==> src/hdl/srbm_pkg.sv <==
`default_nettype none
package srbm_pkg;
    localparam int MaxRadiusDefault = 1024;
    localparam int CoordW = 11;
    localparam int RadW = 11;
    localparam int HardW = 9;
    localparam int AlphaW = 8;
    localparam int SqW = 23;             // dx^2+dy^2 < 2^23 (coords 11 bits)
    localparam int RootW = 20;           // isqrt of SqW+16 bits
    localparam int RemW = RootW + 2;
    localparam int QuoW = 9;             // quotient bits; >255 clamps
    localparam int NumW = 27;            // 255*(256R - r) fits
    localparam int DenW = 20;            // R*(256-h)
    localparam logic [0:0] RegRadius = 1'b0;
    localparam logic [0:0] RegHardness = 1'b1;
    localparam logic [AlphaW-1:0] AlphaOpaque = 8'hFF;
    localparam logic [AlphaW-1:0] AlphaClear = 8'h00;

    typedef struct packed {
        logic [1:0]        kind;        // 0 falloff, 1 opaque, 2 clear
        logic [NumW-1:0]   num;
        logic [DenW-1:0]   den;
    } div_req_t;

    localparam logic [1:0] KindFall = 2'd0;
    localparam logic [1:0] KindOpaque = 2'd1;
    localparam logic [1:0] KindClear = 2'd2;
endpackage
`default_nettype wire

==> src/hdl/srbm_div_cell.sv <==
`default_nettype none
// One restoring division step: one quotient bit per cell.
module srbm_div_cell (
    input  wire logic                      aclk,
    input  wire logic                      en,
    input  wire srbm_pkg::div_req_t        req_in,
    input  wire logic [srbm_pkg::DenW:0]   rem_in,
    input  wire logic [srbm_pkg::QuoW-1:0] quo_in,
    input  wire logic                      bit_in,
    input  wire logic                      ovf_in,
    output srbm_pkg::div_req_t             req_out,
    output logic [srbm_pkg::DenW:0]        rem_out,
    output logic [srbm_pkg::QuoW-1:0]      quo_out,
    output logic                           ovf_out
);
    logic [srbm_pkg::DenW+1:0] sh;
    logic                      fit;

    always_comb begin
        sh  = {rem_in, bit_in};
        fit = sh >= {2'b00, req_in.den};
    end

    always_ff @(posedge aclk) begin
        if (en) begin
            req_out <= req_in;
            rem_out <= fit ? (srbm_pkg::DenW+1)'(sh - {2'b00, req_in.den})
                           : sh[srbm_pkg::DenW:0];
            quo_out <= {quo_in[srbm_pkg::QuoW-2:0], fit};
            ovf_out <= ovf_in | quo_in[srbm_pkg::QuoW-1];
        end
    end
endmodule
`default_nettype wire

==> config.mk <==
export PLATFORM = sky130hd
export DESIGN_NAME = srbm_div_cell
export DESIGN_NICKNAME = d
export VERILOG_FILES = /design/src/hdl/srbm_pkg.sv /design/src/hdl/srbm_div_cell.sv
export SDC_FILE = /design/constraint.sdc
export NUM_CORES = 1
export LEC_CHECK = 0
export BUFFER_PORTS_ARGS = -buffer_cell sky130_fd_sc_hd__buf_2
export CAP_MARGIN = 15
export CORE_MARGIN = 3
export CORE_UTILIZATION = 35
export DETAILED_ROUTE_END_ITERATION = 8
export PLACE_DENSITY_LB_ADDON = 0.1
export SLEW_MARGIN = 40
export SYNTH_ARGS = -nofsm -noshare
export SYNTH_HDL_FRONTEND = slang
export SYNTH_SLANG_ARGS = --single-unit
==> constraint.sdc <==
create_clock -name aclk -period 6.4 [get_ports aclk]
set_input_delay 0 -clock aclk [delete_from_list [all_inputs] [get_ports aclk]]
set_output_delay 0 -clock aclk [all_outputs]
set_load 0.03 [all_outputs]
# ---- Word-level counts from Yosys, hierarchy flattened
# Index checks and enable logic that the tools add are counted.
dict set report op_classes {
  add_sub_neg 1
  n_lt_le_gt_ge 1
  n_mux 1
  n_bitwise 1
}
# cell count
set op_table {}
lappend op_table {{>= comparator 22 x 20 -> 1 bit} 1}
lappend op_table {{2-to-1 mux 21 bit} 1}
lappend op_table {{subtractor 21 x 20 -> 21 bit} 1}
lappend op_table {{bitwise OR 1 bit} 1}
dict set report word_totals {
  register_bits 80
  in_bits 83
  word_cells 10
}

# ---- Longest topological paths before layout
# Gate-level depths: netlist of run 1.
dict set report depth {
  word_depth 2
  depth_mapped 13
}

# ---- Worst setup path before layout of run 1
# Ideal clock, no wire load.
dict set report synth_timing {
  path_kind {in2reg}
  start {in bit_in}
  end {reg rem_out[11] (netlist bit) (data pin)}
  arrival_time_ns 2.176
  t_required_ns 6.140
  setup_slack_ns 3.963
  stages 12
  path_buffers 2
  cell_sequence {inv_1 -> ha_1 -> inv_1 -> fa_1 -> a211oi_1 -> o21ai_1 -> a21oi_2 -> a31oi_1 -> a211o_1 -> buf_6 -> buf_6 -> mux2_4}
}
dict set report synth_between {
  elab_chain_len 2
  word_cells_on_any_way 3
  cone_classes {1 x add/sub; 1 x order compare; 1 x mux}
}
# item line
set synth_rtl {}
lappend synth_rtl {{start: declaration} srbm_div_cell.sv:9} ;# input wire logic bit_in,
lappend synth_rtl {{subtractor 21 x 20 -> 21 bit or >= comparator 22 x 20 -> 1 bit (tied branches)} {srbm_div_cell.sv:27, srbm_div_cell.sv:21}}
lappend synth_rtl {{2-to-1 mux 21 bit (*)} srbm_div_cell.sv:27} ;# rem_out <= fit ? (srbm_pkg::DenW+1)'(sh - {2'b00, req_in.den})
lappend synth_rtl {{end signal: assignment} srbm_div_cell.sv:27}
lappend synth_rtl {{end: declaration} srbm_div_cell.sv:12} ;# output logic [srbm_pkg::DenW:0] rem_out,
# Every way passes the cells marked *; elsewhere a longest branch is shown, timed or not.
# A chain may end at the register's enable or synchronous reset.

# ---- Worst setup path in the final report of run 1
dict set report layout_timing {
  start {in bit_in}
  end {reg rem_out[1] (netlist bit) (data pin)}
}
# The elaborated chain is that of the path after synthesis.

==> flow_summary_export.csv, run 1 <==
group,metric,value,unit
global_route,overflow,0,
pwr,seq_power_share,45.5,%
clock_network,cts_max_level,3,
floorplanning,core_area,0.0109,sq mm
clock_network,clkSinkCount,80,
floorplanning,ios,163,
route,vias,3222,
clock_network,root_buffer,"clkbuf_8",
route,drtIter0Drc,255,
flow_run,maxCapViolCount,0,
critical_path,arrival,3.31,ns
global_route,grt_pass1_wl,16.3,mm
yosys,syn_area_per_cell,12.7,sq um
timing,worst_slew_pin_slew,0.768,ns
timing,hold_viol,0,
min_path,hold_class,"input pin to flip-flop",
clock_network,cts_setup_buffers,0,
critical_path,crit_required,6.50,ns
floorplanning,die_area,0.0125,sq mm
yosys,synthCells,309,
yosys,yosysUniqueCellTypes,45,
pwr,switching_share,31.8,%
timing,setup_tns,0,ns
yosys,ys.flop_type,"edfxtp_1",
layout,regArea,0.00240,sq mm
pwr,max-vdd-ir-drop,0.000116,V
layout,drive_above_1_share,34.4,%
route,drtPass1Iterations,4,
place,placed_area,0.00483,sq mm
timing,worst_slack,3.19,ns
layout,fin_area,0.00580,sq mm
place,place_inst,598,
clock_network,path_clk_slew,0.09,ns
yosys,synth_enable_flop_cells,80,
critical_path,cp_num_buf_inv,5,
global_route,grt_pass1_vias,3257,
critical_path,cp-end-kind,"flip-flop",
timing,finalCritPeriodShare,50.2,%
place,gp_congestion,0.888,
critical_path,cpMaxStageDelayCell,"dlygate4sd3_1",
layout,syn2layout_area_growth,48.0,%
floorplanning,die_w,112,um
route,drtAntennaViolNets,0,
floorplanning,floorplan.initialDensity,36.0,%
route,via_per_inst,4.67,
clock_network,cts_tree,"built",
critical_path,path_max_fanout,23,
pwr,pwr-share-clk,27.4,%
layout,fin_cells,690,
critical_path,path_cells,"dlygate4sd3_1, buf_2, inv_1, ha_1, inv_1, fa_1, a211oi_1, o21ai_1, a21oi_2, a31oi_1, a211o_1, buf_4, mux2_1",
yosys,syn_area,0.00392,sq mm
route,drc,0,
critical_path,worstSetupPathType,"input pin to flip-flop",
floorplanning,die_y,112,um
route,routed_wl,10.1,mm
timing,rsz0062_at_grt,"no",
route,wl_met2,4.62,mm
timing,setup_viol,0,
timing,timing.final.max_slew_violations,0,
layout,final_nets,649,
yosys,synth_warnings,0,
yosys,ys_async_sr_fraction,0,%
layout,fillers,963,
timing,whs,0.0200,ns
clock_network,cts.path.max_buffers,2,
timing,slew_headroom,48.8,%
pwr,pwr-share-comb,27.1,%
route,wl_met1,4.74,mm
floorplanning,rows,38,
run_status,status,"finished, final reports clean",
pwr,power_density,248,mW/mm^2
global_route,track_usage,16.2,%
route,dr.max_layer_used,"met4",
place,portBuffers,162,
global_route,antenna_found_initial,0,
layout,multi_input_area,0.00135,sq mm
critical_path,cp-start-kind,"input pin",
layout,diodes,0,
pwr,leakagePower,2.52,nW
critical_path,crit_top_cell,"inv_1",
timing,period_needed,3.21,ns
yosys,ys_ff_latch,80,
place,pre_cts_ws,3.36,ns
yosys,yosysSeqAreaShare,61.3,%
timing,max_freq,0.312,GHz
critical_path,slowest_delay,0.54,ns
layout,final_util,53.3,%
critical_path,path_delay_family,"compound AO/OA/AOI/OAI gates",
route,wl_per_cell,14.7,um
route,met3_length,655,um
place,hpwl,7.12,mm
global_route,grt_max_degree,81,
clock_network,cts_made_buffers,9,
pwr,switchingPower,0.456,mW
pwr,internal-power,0.980,mW
pwr,p_total,1.44,mW
yosys,synth_nets,413,
logic make-up (layout without fill, tap and decap cells):
group / Yosys count / after routing / share of synthesized area (%)
DFF: 80 / 80 / 61.3
and+or+nand+nor: 74 / 74 / 9.22
AOI/OAI and AO/OA: 71 / 71 / 11.2
buffers and inverters: 36 / 277 / 4.31
adders and majority gates: 21 / 21 / 6.89
xor gates and xnor gates: 17 / 17 / 3.80
muxes: 10 / 10 / 3.32
state kept, by name, indices dropped and copies added (netlist names):
| register | count |
|---|---|
| req_out | 49 |
| rem_out | 21 |
| quo_out | 9 |
| ovf_out | 1 |
tightest hold or removal path, cell delays in order:
cell and delay (ns):
buf_2 0.09, nor2_1 0.04, a21oi_1 0.11
synthesized netlist by cell type (2+ instances only):
cell type	instances	area, sq um
edfxtp_1	80	2400
o21ai_0	10	50.1
or3_1	5	31.3
nand4_1	6	37.5
xor2_1	6	52.6
mux2_1	3	33.8
nand2_1	16	60.1
nor4_1	3	18.8
xnor2_1	11	96.3
nand3_1	6	30.0
mux2_4	5	75.1
o211ai_1	2	15.0
a21oi_1	33	165
nor2_1	21	78.8
clkbuf_1	7	26.3
o21a_1	6	45.0
buf_2	3	15.0
inv_1	22	82.6
ha_1	20	250
a211o_1	2	17.5
a21o_1	3	22.5
nor2b_1	3	18.8
nand2b_1	2	12.5
a211oi_1	3	22.5
buf_6	4	45.0
nor3_1	6	30.0
a2111oi_0	3	26.3
repair_timing:
action	CTS	global route
hold buffers	76	0
hold endpoints to repair	75	0
gates resized for setup	0	0
path summary, 6_finish.rpt:
check	to	cells past startpoint	slack, ns	start
hold / removal	rem_out[16]	3	0.02	rem_in[15]
setup / recovery	rem_out[1]	13	3.19	bit_in
cells in the final DEF (no fill, tap or decap), types with 10 or more instances in the layout:
cell | synthesis | final
a21oi_1 | 33 | 33
buf_2 | 3 | 161
dlygate4sd3_1 | 0 | 76
edfxtp_1 | 80 | 80
ha_1 | 20 | 20
inv_1 | 22 | 22
nand2_1 | 16 | 16
nor2_1 | 21 | 21
o21ai_0 | 10 | 10
xnor2_1 | 11 | 11
power groups by stage:
stage	registers, mW	logic, mW	clock network [mW]
2_1_floorplan	0.776	0.131	0
3_3_place_gp	0.664	0.353	0
3_5_place_dp	0.665	0.353	0
4_1_cts	0.653	0.392	0.408
5_1_grt	0.658	0.423	0.428
6_report	0.653	0.389	0.394
final cells by class:
cell class | instances | area share (%)
Clock buffer | 9 | 2.14
Clock inverter | 7 | 1.42
Inverter | 22 | 1.42
Multi-Input combinational cell | 193 | 23.3
Sequential cell | 80 | 41.4
Tap cell | 140 | 3.02
Timing Repair Buffer | 239 | 27.3
metal layers:
layer / vias up / track usage [%]
met2: 126 / 25.8
met5: - / 0
met4: 0 / 4.87
met1: 1469 / 22.4
li1: 1617 / -
met3: 10 / 3.10
No activity file was read; power rests on OpenSTA's default activity.
==> run 2, diff against run 1 <==
Settings changed: ABC_AREA from default to 1.
Clock period 6.4 ns to 2.8 ns, I/O delays scaled along.
==> run 2 against run 1 <==
  * Cell area grew 6.4%
  * Setup slack lost 2.8 ns
  * Global-route usage grew 0.84 points
  * Clock-buffer cell count is the same
  * Synthesized area grew 5.7%
  * Sequential share of layout area shrank 2.5 points
  * Die area grew 5.4%
  * Critical path type unchanged
  * Cell count grew 21%
  * Utilization grew 0.30 points
  * Synthesized cell count grew 42%
==> flow_summary_export.csv, run 2 <==
group,metric,value,unit
yosys,yosys.area_share.simple,24.0,%
critical_path,cp-end-kind,"flip-flop",
place,hpwl,7.85,mm
pwr,switching_share,30.3,%
yosys,yosysUniqueCellTypes,28,
critical_path,crit_required,2.88,ns
timing,setup_tns,0,ns
pwr,switchingPower,1.07,mW
timing,period_needed,2.40,ns
layout,final_nets,791,
global_route,grt_pass1_vias,3661,
route,drtPass1Iterations,4,
pwr,pwr-share-clk,32.5,%
yosys,synthAdderAreaFrac,6.52,%
layout,largest_reg_flops,49,
layout,drive_above_1_share,27.4,%
global_route,met2_usage,27.3,%
yosys,syn_area_per_cell,9.42,sq um
route,routed_wl,11.1,mm
place,gp_congestion,0.830,
layout,reg.largest.list,"req_out: 49 flops, rem_out: 21 flops, quo_out: 9 flops",
global_route,track_usage,17.0,%
min_path,hold_class,"input pin to flip-flop",
yosys,synth_top_cell_area_share,58.0,%
layout,final_common_cell,"nand2_1",
yosys,syn_area,0.00415,sq mm
yosys,synth_nets,544,
clock_network,cts_setup_buffers,0,
critical_path,path_cells,"dlygate4sd3_1, buf_2, ha_1, inv_1, fa_1, nand2_1, nand2_1, nand3_1, nand2_1, nand2_1, nand2_1, nand2_2, nand2_4, inv_2, a21oi_2",
global_route,antenna_found_initial,0,
global_route,overflow,0,
pwr,max-vdd-ir-drop,0.000266,V
pwr,pwr-share-comb,25.3,%
yosys,synthTopCellsByCount,"nand2_1, edfxtp_1, inv_1",
yosys,yosysSeqAreaShare,58.0,%
critical_path,path_max_fanout,23,
flow_run,maxCapViolCount,0,
critical_path,slowest_delay,0.52,ns
layout,diodes,0,
layout,fin_cells,834,
route,wl_per_cell,13.4,um
floorplanning,floorplan.initialDensity,36.0,%
pwr,leakagePower,3.05,nW
clock_network,root_buffer,"clkbuf_16",
floorplanning,die_w,115,um
yosys,synthCells,440,
min_path,hold_end,"rem_out[20]",
place,place_inst,741,
clock_network,path_clk_slew,0.06,ns
pwr,seq_power_share,42.1,%
layout,fillers,1055,
timing,finalCritPeriodShare,85.6,%
yosys,ys_ff_latch,80,
clock_network,cts_tree,"built",
yosys,synth_enable_flop_cells,80,
floorplanning,rows,39,
critical_path,cp-start-kind,"input pin",
global_route,grt_use_met3,3.47,%
yosys,synth_compound_area_share,2.51,%
layout,final_util,53.6,%
timing,rsz0062_at_grt,"no",
critical_path,cpMaxStageDelayCell,"dlygate4sd3_1",
clock_network,clkSinkCount,80,
floorplanning,ios,163,
yosys,yosysMostFrequentCell,"nand2_1",
timing,timing.final.max_slew_violations,0,
yosys,synthXorXnorAreaFrac,1.69,%
critical_path,crit_top_cell,"nand2_1",
yosys,synth_area_leaders,"edfxtp_1, nand2_1, inv_1",
global_route,grt_use_met1,22.7,%
yosys,synth_warnings,0,
min_path,min_path_cells,3,
yosys,yosys.area.top_type,"edfxtp_1",
timing,setup_viol,0,
yosys,ys.flop_type,"edfxtp_1",
global_route,grt_max_degree,81,
clock_network,cts-resized-gates,0,
place,portBuffers,162,
layout,regMostFlops,"req_out",
floorplanning,die_y,115,um
route,vias,3676,
pwr,internal-power,2.46,mW
timing,worst_slew_pin_slew,0.752,ns
yosys,synth.area.mux_share,0,%
clock_network,cts.path.max_buffers,2,
timing,slew_headroom,49.9,%
pwr,power_density,572,mW/mm^2
global_route,grt_pass1_wl,17.5,mm
timing,max_freq,0.417,GHz
critical_path,worstSetupPathType,"input pin to flip-flop",
global_route,busiest_layer,"met2",
route,drtIter0Drc,201,
min_path,hp-start,"rem_in[19]",
clock_network,cts_max_level,3,
yosys,ys_async_sr_fraction,0,%
floorplanning,die_area,0.0132,sq mm
clock_network,hold_buffers,78,
clock_network,cts_made_buffers,9,
layout,mostFrequentLayoutCells,"nand2_1, buf_2, edfxtp_1, dlygate4sd3_1, inv_1",
yosys,synth_top_family_by_area,"simple AND/OR/NAND/NOR gates",
route,drtAntennaViolNets,0,
floorplanning,core_area,0.0115,sq mm
layout,syn2layout_area_growth,48.9,%
timing,hold_viol,0,
critical_path,arrival,2.48,ns
route,drc,0,
route,via_per_inst,4.41,
run_status,status,"finished, final reports clean",
run 2: power by group through the flow:
stage	Combinational, mW	Clock [mW]	Sequential [mW]
after detailed placement	0.813	0	1.51
after global placement	0.807	0	1.51
after floorplan	0.296	0	1.76
final	0.894	1.15	1.49
after global routing	0.988	1.24	1.50
after CTS	0.902	1.18	1.49
run 2: final cells by class:
class	instances	area [sq um]	share of cell area [%]
multi-input combinational	285	1440	23.3
timing repair buffer	240	1600	25.9
tap	143	179	2.90
clock inverter	6	61.3	0.994
sequential	80	2400	38.9
clock buffer	9	225	3.65
inverter	71	267	4.32
run 2: logic make-up (layout without fill, tap and decap cells):
| kind of cell | count (synthesis) | count (layout) |
|---|---|---|
| AND/OR/NAND/NOR | 237 | 237 |
| flip-flops | 80 | 80 |
| XOR/XNOR | 8 | 8 |
| AO/OA/AOI/OAI | 19 | 19 |
| buffers and inverters | 75 | 326 |
| adder cells (fa/ha/maj) | 21 | 21 |
run 2: metal layers:
layer / vias to the layer above / share of wire (%)
met5: - / 0
met4: 0 / 1.8
met2: 124 / 46
li1: 1912 / -
met1: 1626 / 46
met3: 14 / 6.5
run 2: through the flow:
step                setup WS [ns]  power (mW)  hold slack [ns]  area, sq um
finish                      0.402        3.53           0.0426         6170
global route                0.138        3.72           0.0640         6170
CTS                         0.383        3.57           0.0295         6170
detailed placement          0.505        2.33            0.178         5100
global placement            0.618        2.32            0.177         5100
floorplan                    1.09        2.06           0.0989         4150
run 2: worst max path at each step:
stage | from | end | cells past startpoint
2_1_floorplan | bit_in | rem_out[19] | 15
3_3_place_gp | bit_in | rem_out[20] | 15
3_5_place_dp | bit_in | rem_out[2] | 16
4_1_cts | req_in[0] | rem_out[19] | 16
5_1_grt | req_in[0] | rem_out[15] | 16
6_report | req_in[0] | rem_out[20] | 15
run 2: critical path, delay by kind of cell:
kind / cells / cell delay, ns
AO/OA/AOI/OAI: 1 / 0.05
AND/OR/NAND/NOR: 8 / 0.78
buffers and inverters: 4 / 1.07
adder cells (fa/ha/maj): 2 / 0.55
