<file path="config.mk">
export PLATFORM = sky130hd
export DESIGN_NAME = srbm_sqrt_cell
export DESIGN_NICKNAME = d
export VERILOG_FILES = /design/src/hdl/srbm_pkg.sv /design/src/hdl/srbm_sqrt_cell.sv
export SDC_FILE = /design/constraint.sdc
export NUM_CORES = 1
export LEC_CHECK = 0
export ABC_AREA = 1
export BUFFER_PORTS_ARGS = -buffer_cell sky130_fd_sc_hd__buf_2
export CAP_MARGIN = 20
export CORE_MARGIN = 2
export CORE_UTILIZATION = 50
export CTS_CLUSTER_SIZE = 24
export DETAILED_ROUTE_END_ITERATION = 6
export GPL_TIMING_DRIVEN = 0
export PLACE_DENSITY = 0.86
export RECOVER_POWER = 25
export SETUP_SLACK_MARGIN = 0.2
export SYNTH_ARGS = -nofsm -noshare
export SYNTH_HDL_FRONTEND = slang
export SYNTH_SLANG_ARGS = --single-unit
</file>
<file path="constraint.sdc">
create_clock -name aclk -period 2.1 [get_ports aclk]
set_input_delay 0.105 -clock aclk [delete_from_list [all_inputs] [get_ports aclk]]
set_output_delay 0.105 -clock aclk [all_outputs]
set_load 0.02 [all_outputs]
</file>
<file path="src/hdl/srbm_pkg.sv">
`default_nettype none
package srbm_pkg;
    localparam int MaxRadiusDefault = 1024;
    localparam int CoordW = 11;
    localparam int RadW = 11;
    localparam int HardW = 9;
    localparam int AlphaW = 8;
    localparam int SqW = 23;             // dx^2+dy^2 < 2^23 (coords 11 bits)
    localparam int RootW = 20;           // isqrt of SqW+16 bits
    localparam int RemW = RootW + 2;
    localparam int QuoW = 9;             // quotient bits; >255 clamps
    localparam int NumW = 27;            // 255*(256R - r) fits
    localparam int DenW = 20;            // R*(256-h)
    localparam logic [0:0] RegRadius = 1'b0;
    localparam logic [0:0] RegHardness = 1'b1;
    localparam logic [AlphaW-1:0] AlphaOpaque = 8'hFF;
    localparam logic [AlphaW-1:0] AlphaClear = 8'h00;

    typedef struct packed {
        logic [1:0]        kind;        // 0 falloff, 1 opaque, 2 clear
        logic [NumW-1:0]   num;
        logic [DenW-1:0]   den;
    } div_req_t;

    localparam logic [1:0] KindFall = 2'd0;
    localparam logic [1:0] KindOpaque = 2'd1;
    localparam logic [1:0] KindClear = 2'd2;
endpackage
`default_nettype wire

</file>
<file path="src/hdl/srbm_sqrt_cell.sv">
`default_nettype none
// One restoring square-root step: one result bit per cell.
module srbm_sqrt_cell (
    input  wire logic                           aclk,
    input  wire logic                           en,
    input  wire logic [2*srbm_pkg::RootW-1:0]   rad_in,
    input  wire logic [srbm_pkg::RemW-1:0]      rem_in,
    input  wire logic [srbm_pkg::RootW-1:0]     root_in,
    output logic [2*srbm_pkg::RootW-1:0]        rad_out,
    output logic [srbm_pkg::RemW-1:0]           rem_out,
    output logic [srbm_pkg::RootW-1:0]          root_out
);
    logic [srbm_pkg::RemW-1:0] rem_sh;
    logic [srbm_pkg::RemW-1:0] trial;
    logic                      fit;

    always_comb begin
        rem_sh = {rem_in[srbm_pkg::RemW-3:0], rad_in[2*srbm_pkg::RootW-1 -: 2]};
        trial  = {root_in, 2'b01};
        fit    = rem_sh >= trial;
    end

    always_ff @(posedge aclk) begin
        if (en) begin
            rad_out  <= {rad_in[2*srbm_pkg::RootW-3:0], 2'b00};
            rem_out  <= fit ? rem_sh - trial : rem_sh;
            root_out <= {root_in[srbm_pkg::RootW-2:0], fit};
        end
    end
endmodule
`default_nettype wire

</file>
Yosys cells after proc, flatten, opt, wreduce, memory -nomap -nowiden. Cells that the tools add are included.

Input port bits: 84. Register bits: 80. Word-level logic and storage cells: 6. Output and inout port bits: 82.

Magnitude comparators: 1. Add/subtract/negate cells: 1. Multiplexer cells: 1.

Operators by type and width (count): $ge 22x22->1 (1); $mux 22 (1); $sub 22x22->22 (1).

Logic depth before layout (Yosys ltp). Gate-level depths: netlist of the first run.

Depth after elaboration: 2. Mapped depth: 14.

Worst setup path before layout of the first run. Ideal clock, no wire load.

Kind: input to register. From: in root_in[3] (netlist bit). To: reg rem_out[19] (netlist bit), data pin. Stages: 14. Data arrival time: 1358 ps. Setup slack: 489 ps. Data required time: 1847 ps. Cells stage by stage: inv_1 -> ha_1 -> nand2_2 -> nor2_2 -> nand2_1 -> nand3_2 -> nand2_1 -> nand2_1 -> nand2_2 -> nand2_4 -> inv_4 -> buf_6 -> nand2_2 -> nand2_1.

Cells in the longest elaborated chain, start to end: 2. Elaborated cells between the ends (all ways): 3.

Ends and longest elaborated chain: from (decl) (line srbm_sqrt_cell.sv:8) `input wire logic [srbm_pkg::RootW-1:0] root_in,`; $sub 22x22->22 or $ge 22x22->1 (tied branches) (line srbm_sqrt_cell.sv:26, srbm_sqrt_cell.sv:20); $mux 22 * (line srbm_sqrt_cell.sv:26) `rem_out <= fit ? rem_sh - trial : rem_sh;`; to (signal assigned) (line srbm_sqrt_cell.sv:26); to (decl) (line srbm_sqrt_cell.sv:10) `output logic [srbm_pkg::RemW-1:0] rem_out,`.

Mark *: on every way between the ends. The rest lies on a longest branch, timed or not. A chain may end at the register's enable or synchronous reset.

Worst setup path after layout of the first run.
From: in root_in[10] (netlist bit). To: reg rem_out[15] (netlist bit), data pin.

The elaborated chain is that of the path after synthesis.

==> flow_summary.yaml, run 1 <==
run_status:
  outcome: "finished, violations left"
  violations: "max-capacitance violations, max-slew violations"
critical_path:
  crit_slowest_cell: "ha_1"
  crit_family: "simple AND/OR/NAND/NOR gates"
  critPathMaxStageDelay_ps: 350
  path_cells: "clkbuf_1, inv_1, ha_1, nand2_1, inv_1, nand2_1, nor3_2, nand2_1, nand2_1, nand2_2, nand2_4, inv_4, buf_6, nand2_2, nand2_1"
  cp.required_ps: 2220
  critical_path_class: "in2reg"
  startpoint_type: "primary input"
  arrival_ps: 1800
  crit_fanout: 10
  crit_top_cell: "nand2_1"
  critPathBufInv: 5
  end_kind: "flop"
power_and_ir_drop:
  swShare_pct: 29.9
  p_per_area_nw_per_um2: 738
  p_leak_nw: 3.10
  pwr-share-clk_pct: 30.9
  net-switching-power_w: 0.00135
  p_seq_share_pct: 43.9
  irDropWorstVdd_mv: 0.434
  combPwrFrac_pct: 25.3
  power.internal_w: 0.00317
floorplan:
  initial_core_util_pct: 50.9
  die_w_um: 97.7
  die_h_um: 97.7
  num_rows: 34
  die_area_um2: 9550
  ios: 166
  core_area_um2: 8640
routing:
  wl_um: 11900
  firstDrtPassIters: 4
  routedWlPerCell_um: 14.3
  drt-vias-per-instance: 4.75
  ant_nets: 0
  via_count: 3951
  drt_iter0_markers: 107
  drc: 0
yosys:
  yosysWarnings: 0
  synth_top_flop_cell: "edfxtp_1"
  synth_enable_flop_cells: 80
  synthCells: 489
  async_reset_ff_share_pct: 0
  ys_seq_area_share_pct: 54.7
  syn_avg_cell_area_um2: 8.98
  yosysTopAreaCell: "edfxtp_1"
  synthTopCellsByArea: "edfxtp_1 55%, nand2_1 15%, inv_1 7.7%"
  synth_common_cells: "174 x nand2_1, 90 x inv_1, 80 x edfxtp_1"
  ys_types: 24
  syn_area_um2: 4390
  ys_ff_latch: 80
  synth_top_area_share_pct: 54.7
  synth.most_common_cell: "nand2_1"
sta:
  fin_hold_ws_ps: 27.2
  slew_headroom_pct: -32.8
  finalSetupTns_ps: 0
  setup_viol: 0
  hold_violations: 0
  min_period_over_period_pct: 80.1
  rsz0062_at_grt: "false"
  finalMaxSlewViolations: 81
  fin_crit_ps: 1680
  fmax_mhz: 595
  tightest_slew_ps: 1990
finish:
  area_delta_synth_final_pct: 39.6
  drive_gt1_share_pct: 27.1
  final_cell_area_um2: 6130
  nets: 825
  n_antenna_cell: 0
cts:
  cts_tree: "built"
  cts_buffers: 9
  cts_setup_buffers: 0
  cts_sinks: 80
  clk_pin_slew_ps: 80
  htreeDepth: 3
  cts_root_buf: "clkbuf_8"
  cts_buffer_depth: 2
grt:
  grt_pass1_vias: 3947
  grtUsageTotal_pct: 25.6
  grt_start_max_net_pins: 81
  antenna_found_initial: 0
  grt_pass1_wl_um: 19300
  gr-total-overflow: 0
placed_design:
  dp_hpwl_um: 8440
  gp_routability_congestion: 0.855
  port_buffers: 161
  placed_area_um2: 5340
flow_run:
  cap_violations: 1
hold_path:
  hold_class: "in2reg"
[worst paths after layout]
kind	startpoint	endpoint	slack, ps	cells after the start
worst max-delay path	root_in[10]	rem_out[15]	420	15
worst min-delay path	rem_in[1]	rem_out[3]	30	3
[tightest hold or removal path, stage by stage]
cell and delay [ps]:
buf_2 90, nand2_1 50, nand2_1 40
[layout make-up]
cell class | instances | area, um^2
fill | 683 | 2500
sequential | 80 | 2400
multi-input combinational | 311 | 1580
timing repair buffer | 218 | 1360
inverter | 93 | 352
tap | 108 | 135
clock buffer | 10 | 128
clock inverter | 6 | 116
buffer | 6 | 60.1
[per-layer routing]
layer	GRT usage [%]	up-vias	wire length (um)
li1	-	2004	-
met1	30.3	1793	4750
met2	47.5	141	6300
met3	5.40	13	691
met4	6.20	0	146
met5	0	-	0
[power by group through the flow]
stage	sequential, W	combinational [W]	clock (W)
after floorplan	0.00222	0.000470	0
after global placement	0.00201	0.00104	0
after detailed placement	0.00201	0.00106	0
after CTS	0.00198	0.00115	0.00142
after global routing	0.00200	0.00126	0.00147
final	0.00199	0.00114	0.00140
[flip-flops by register name, indices dropped and copies added, names as in the netlist]
name,flops
root_out,20
rad_out,38
rem_out,22
[per-stage QoR]
stage,power [W],util (%),std cells,setup WS (ps)
3_3_place_gp,0.00305,61.8,759,97.6
4_1_cts,0.00455,71.3,832,426
6_report,0.00452,71.0,832,418
2_1_floorplan,0.00269,-,490,489
3_5_place_dp,0.00308,61.8,759,37.6
5_1_grt,0.00473,71.0,832,225
[placed cells by master (no fill, tap or decap), drive strengths merged]
master       count
inv             94
dlygate4sd3     57
edfxtp          80
buf            150
nor2            29
nor3             3
bufinv           3
o21ai            3
a21oi           12
nand2          192
ha              22
nand3b           4
nand4            3
clkbuf          27
xor2             9
conb             2
clkinv           2
nand3           32
[logic make-up after synthesis]
family	synth area share, %
compound gates	1.79
xor+xnor	1.79
fa+ha+maj	6.27
buf+inv	9.37
flops	54.7
other cells	0.0854
simple gates	26.0
[timing repair]
action,in CTS,in global routing
gates resized for setup,0,0
hold buffers,57,0
endpoints found under the hold margin,57,0
Power figures use the tool's default switching activity.
==> inputs of run 2 (changes only) <==
==> constraint.sdc (replaced) <==
create_clock -name aclk -period 1.6 [get_ports aclk]
set_input_delay 0.08 -clock aclk [delete_from_list [all_inputs] [get_ports aclk]]
set_output_delay 0.08 -clock aclk [all_outputs]
set_load 0.02 [all_outputs]
==> flow_summary.yaml, run 2 (same netlist as run 1, synthesis figures left out) <==
run_status:
  outcome: "finished, violations left"
  violations: "negative hold slack"
critical_path:
  crit_fanout: 10
  startpoint: "root_in[2]"
  cp.required_ps: 1720
  arrival_ps: 1590
  end_kind: "flop"
  critical_path_class: "in2reg"
  startpoint_type: "primary input"
sta:
  hold_violations: 1
  slew_headroom_pct: 26.7
  fin_hold_ws_ps: -13.5
  tightest_slew_ps: 1100
  timing.final.ws_setup_ps: 127
  setup_viol: 0
  fin_crit_ps: 1470
  fmax_mhz: 679
  finalMaxSlewViolations: 0
  rsz0062_at_grt: "true"
  min_period_over_period_pct: 92.1
floorplan:
  core_area_um2: 8640
  num_rows: 34
  ios: 166
  die_h_um: 97.7
  die_w_um: 97.7
  die_area_um2: 9550
  initial_core_util_pct: 50.9
finish:
  n_antenna_cell: 0
  reg.largest.list: "rad_out: 38 flops, rem_out: 22 flops, root_out: 20 flops"
  n_fill_cell: 497
  drive_gt1_share_pct: 41.5
  area_delta_synth_final_pct: 60.3
  layout_commonest_cell: "nand2_1"
  most-common-layout-cells: "142 x nand2_1, 127 x buf_2, 80 x edfxtp_1, 70 x inv_1, 60 x dlygate4sd3_1"
  largest_reg_flops: 38
  largest-register: "rad_out"
  nets: 851
placed_design:
  gp_routability_congestion: 0.862
  port_buffers: 161
  dp_hpwl_um: 8730
  place_ws_ps: -335
routing:
  drc: 0
  routedWlPerCell_um: 16.5
  wl_um: 14200
  via_count: 4235
  firstDrtPassIters: 5
  drt-vias-per-instance: 4.94
  ant_nets: 0
  drt_iter0_markers: 160
hold_path:
  hold-path-cell-count: 3
  hold_class: "in2reg"
  hold_path_end: "rem_out[4]"
  hp-start: "rem_in[2]"
cts:
  clk_pin_slew_ps: 110
  cts_buffers: 9
  cts_sinks: 80
  htreeDepth: 3
  cts_tree: "built"
  cts_buffer_depth: 2
  cts_root_buf: "clkbuf_8"
grt:
  gr-total-overflow: 0
  grtUsageTotal_pct: 26.7
  grt_pass1_wl_um: 19900
  grt_pass1_vias: 4050
  grt_start_max_net_pins: 81
  antenna_found_initial: 0
power_and_ir_drop:
  fin_total_pwr_w: 0.00611
  net-switching-power_w: 0.00211
  irDropWorstVdd_mv: 0.594
  power.internal_w: 0.00399
  p_per_area_nw_per_um2: 867
  p_leak_nw: 3.39
  combPwrFrac_pct: 32.7
  p_seq_share_pct: 42.8
  pwr-share-clk_pct: 24.6
  swShare_pct: 34.6
flow_run:
  cap_violations: 0
[run 2: what timing repair did]
item                                   in CTS  in global routing
setup buffers                               9                 11
gates resized for setup                     7                109
pin swaps                                   2                 40
hold buffers                               57                  3
setup endpoints to repair                  20                 22
gates cloned                                0                  3
endpoints found under the hold margin      57                  3
[run 2: how the worst max path moves through the flow]
stage / cells after the start / to
2_1_floorplan: 14 / rem_out[11]
3_3_place_gp: 15 / rem_out[12]
3_5_place_dp: 15 / rem_out[9]
4_1_cts: 15 / rem_out[11]
5_1_grt: 15 / rem_out[10]
6_report: 15 / rem_out[10]
[run 2: worst max-delay path, cell delays in order]
cell and delay, ps:
clkbuf_1 110, inv_2 50, ha_4 290, nand2_4 70, nor2_4 110, nand2_2 50, nand3_2 90, nand2_2 80
nand2_2 100, nand2_4 80, nand2_8 140, inv_8 60, buf_8 140, nand2_1 70, nand2_1 60
[run 2: power groups by stage]
stage | combinational (W) | sequential (W) | clock, W
floorplan | 0.000723 | 0.00292 | 0
global placement | 0.00150 | 0.00264 | 0
detailed placement | 0.00153 | 0.00265 | 0
CTS | 0.00169 | 0.00260 | 0.00147
global route | 0.00214 | 0.00263 | 0.00159
finish | 0.00199 | 0.00261 | 0.00150
[run 2: area by class of cell]
class | count | area (um^2) | share of cell area (%)
multi-input combinational | 311 | 2130 | 30.2
clock inverter | 7 | 61.3 | 0.871
buffer | 6 | 80.1 | 1.14
tap | 108 | 135 | 1.92
timing repair buffer | 244 | 1720 | 24.5
sequential | 80 | 2400 | 34.1
inverter | 93 | 387 | 5.49
clock buffer | 9 | 124 | 1.76
[run 2: stage by stage]
step           cells  hold WS (ps)  area [um^2]  utilization [%]  setup TNS, ps
3_3_place_gp     759           258         5640             65.3         -13810
4_1_cts          841          12.8         6490             75.1              0
2_1_floorplan    490           179         4700                -              0
5_1_grt          858          4.67         7040             81.5              0
6_report         858         -13.5         7040             81.5              0
3_5_place_dp     759           260         5640             65.3          -6470
[run 2: layer usage]
layer / wire length (um) / global-route usage, % / vias to the layer above / share of wire, %
li1: - / - / 2052 / -
met1: 5350 / 31.3 / 1962 / 38
met2: 7620 / 49.2 / 190 / 54
met3: 944 / 6.40 / 31 / 6.7
met4: 282 / 6.52 / 0 / 2.0
met5: 0 / 0 / - / 0
==> inputs of run 3 (changes only) <==
==> constraint.sdc (replaced) <==
create_clock -name aclk -period 1.6 [get_ports aclk]
set_input_delay 0.16 -clock aclk [delete_from_list [all_inputs] [get_ports aclk]]
set_output_delay 0.16 -clock aclk [all_outputs]
set_load 0.02 [all_outputs]
==> flow_summary.yaml, run 3 (same netlist as run 1, synthesis figures left out) <==
critical_path:
  critical_path_class: "in2reg"
  crit_slowest_cell: "ha_4"
  end_kind: "flop"
  critPathMaxStageDelay_ps: 290
  path_cells: "buf_4, inv_4, ha_4, nand2_4, nor2_4, nand2_1, nand3_2, nand2_2, nand2_2, nand2_2, nand2_4, inv_8, buf_12, nand2_1, nand2_1"
  startpoint_type: "primary input"
  arrival_ps: 1700
  cp.required_ps: 1700
  crit_fanout: 6
finish:
  largest_reg_flops: 38
  layout_commonest_cell: "nand2_1"
  area_delta_synth_final_pct: 59.4
  reg.largest.list: "rad_out: 38 flops, rem_out: 22 flops, root_out: 20 flops"
  fin_util_pct: 81.1
  most-common-layout-cells: "150 x nand2_1, 133 x buf_2, 80 x edfxtp_1, 69 x inv_1, 52 x dlygate4sd3_1"
  nets: 854
  largest-register: "rad_out"
  instances_no_fill: 861
  final_cell_area_um2: 7000
  n_antenna_cell: 0
  drive_gt1_share_pct: 42.8
sta:
  hold_violations: 0
  rsz0062_at_grt: "true"
  min_period_over_period_pct: 100
  fmax_mhz: 623
  fin_crit_ps: 1610
  setup_viol: 1
  finalMaxSlewViolations: 0
  timing.final.ws_setup_ps: -5.96
  tightest_slew_ps: 1100
  slew_headroom_pct: 26.4
  fin_hold_ws_ps: 5.71
grt:
  gr-total-overflow: 0
  grt_pass1_vias: 4153
  antenna_found_initial: 0
  grtUsageTotal_pct: 26.6
  grt_start_max_net_pins: 81
  grt_pass1_wl_um: 20100
routing:
  drc: 0
  via_count: 4272
  firstDrtPassIters: 5
  drt_iter0_markers: 194
  ant_nets: 0
  wl_um: 14300
  routedWlPerCell_um: 16.6
  drt-vias-per-instance: 4.96
floorplan:
  num_rows: 34
  die_w_um: 97.7
  ios: 166
  initial_core_util_pct: 50.9
  die_area_um2: 9550
  die_h_um: 97.7
  core_area_um2: 8640
run_status:
  violations: "negative setup slack"
  outcome: "finished, violations left"
power_and_ir_drop:
  p_seq_share_pct: 42.7
  swShare_pct: 32.6
  net-switching-power_w: 0.00199
  power.internal_w: 0.00412
  pwr-share-clk_pct: 24.9
  combPwrFrac_pct: 32.4
  p_leak_nw: 3.37
  p_per_area_nw_per_um2: 874
  irDropWorstVdd_mv: 0.516
cts:
  cts_sinks: 80
  htreeDepth: 3
  cts_buffer_depth: 2
  cts_root_buf: "clkbuf_8"
  cts_tree: "built"
  cts_buffers: 9
  clk_pin_slew_ps: 80
placed_design:
  placed_area_um2: 5680
  place_inst: 759
  gp_routability_congestion: 0.862
  port_buffers: 161
  dp_hpwl_um: 8510
flow_run:
  cap_violations: 0
hold_path:
  hold_class: "in2reg"
  hold-path-cell-count: 1
## run 3: through the flow
step / total power (W) / setup TNS, ps / worst slack (ps)
after global placement: 0.00414 / -22380 / -379
after detailed placement: 0.00419 / -8450 / -412
final: 0.00612 / -5.96 / -5.96
after global routing: 0.00636 / -119 / -52.0
after floorplan: 0.00365 / 0 / 25.6
after CTS: 0.00591 / 0 / 126
## run 3: timing repair
action	4_1_cts	5_1_grt
gates cloned	1	1
buffers inserted	27	5
pin swaps	9	17
setup endpoints to repair	23	23
resized for setup	59	36
hold endpoints to repair	32	20
hold buffers	32	20
## run 3: critical path: cells and delay by family
| family | cells | cell delay (ps) |
|---|---|---|
| simple gates | 10 | 890 |
| buf+inv | 4 | 340 |
| fa+ha+maj | 1 | 290 |
## run 3: area by class of cell
type / count / area, um^2
buffer: 6 / 81.3
clock buffer: 10 / 128
clock inverter: 6 / 67.6
fill: 497 / 1630
inverter: 93 / 397
multi-input combinational: 311 / 2010
sequential: 80 / 2400
tap: 108 / 135
timing repair buffer: 247 / 1780
## run 3: path summary, 6_finish.rpt
check        from          end
max    root_in[1]  rem_out[10]
min    rad_in[21]  rad_out[23]
## run 3: per-layer routing
metal	vias to the layer above	global-route usage, %	share of wire, %
met2	186	49.5	54
met3	29	5.47	5.7
met5	-	0	0
li1	2060	-	-
met1	1997	31.4	38
met4	0	6.30	2.5
## run 3: power by group through the flow
stage | combinational (W) | clock (W) | sequential [W]
3_5_place_dp | 0.00154 | 0 | 0.00264
4_1_cts | 0.00181 | 0.00151 | 0.00260
2_1_floorplan | 0.000731 | 0 | 0.00292
5_1_grt | 0.00212 | 0.00161 | 0.00263
6_report | 0.00198 | 0.00152 | 0.00261
3_3_place_gp | 0.00151 | 0 | 0.00264
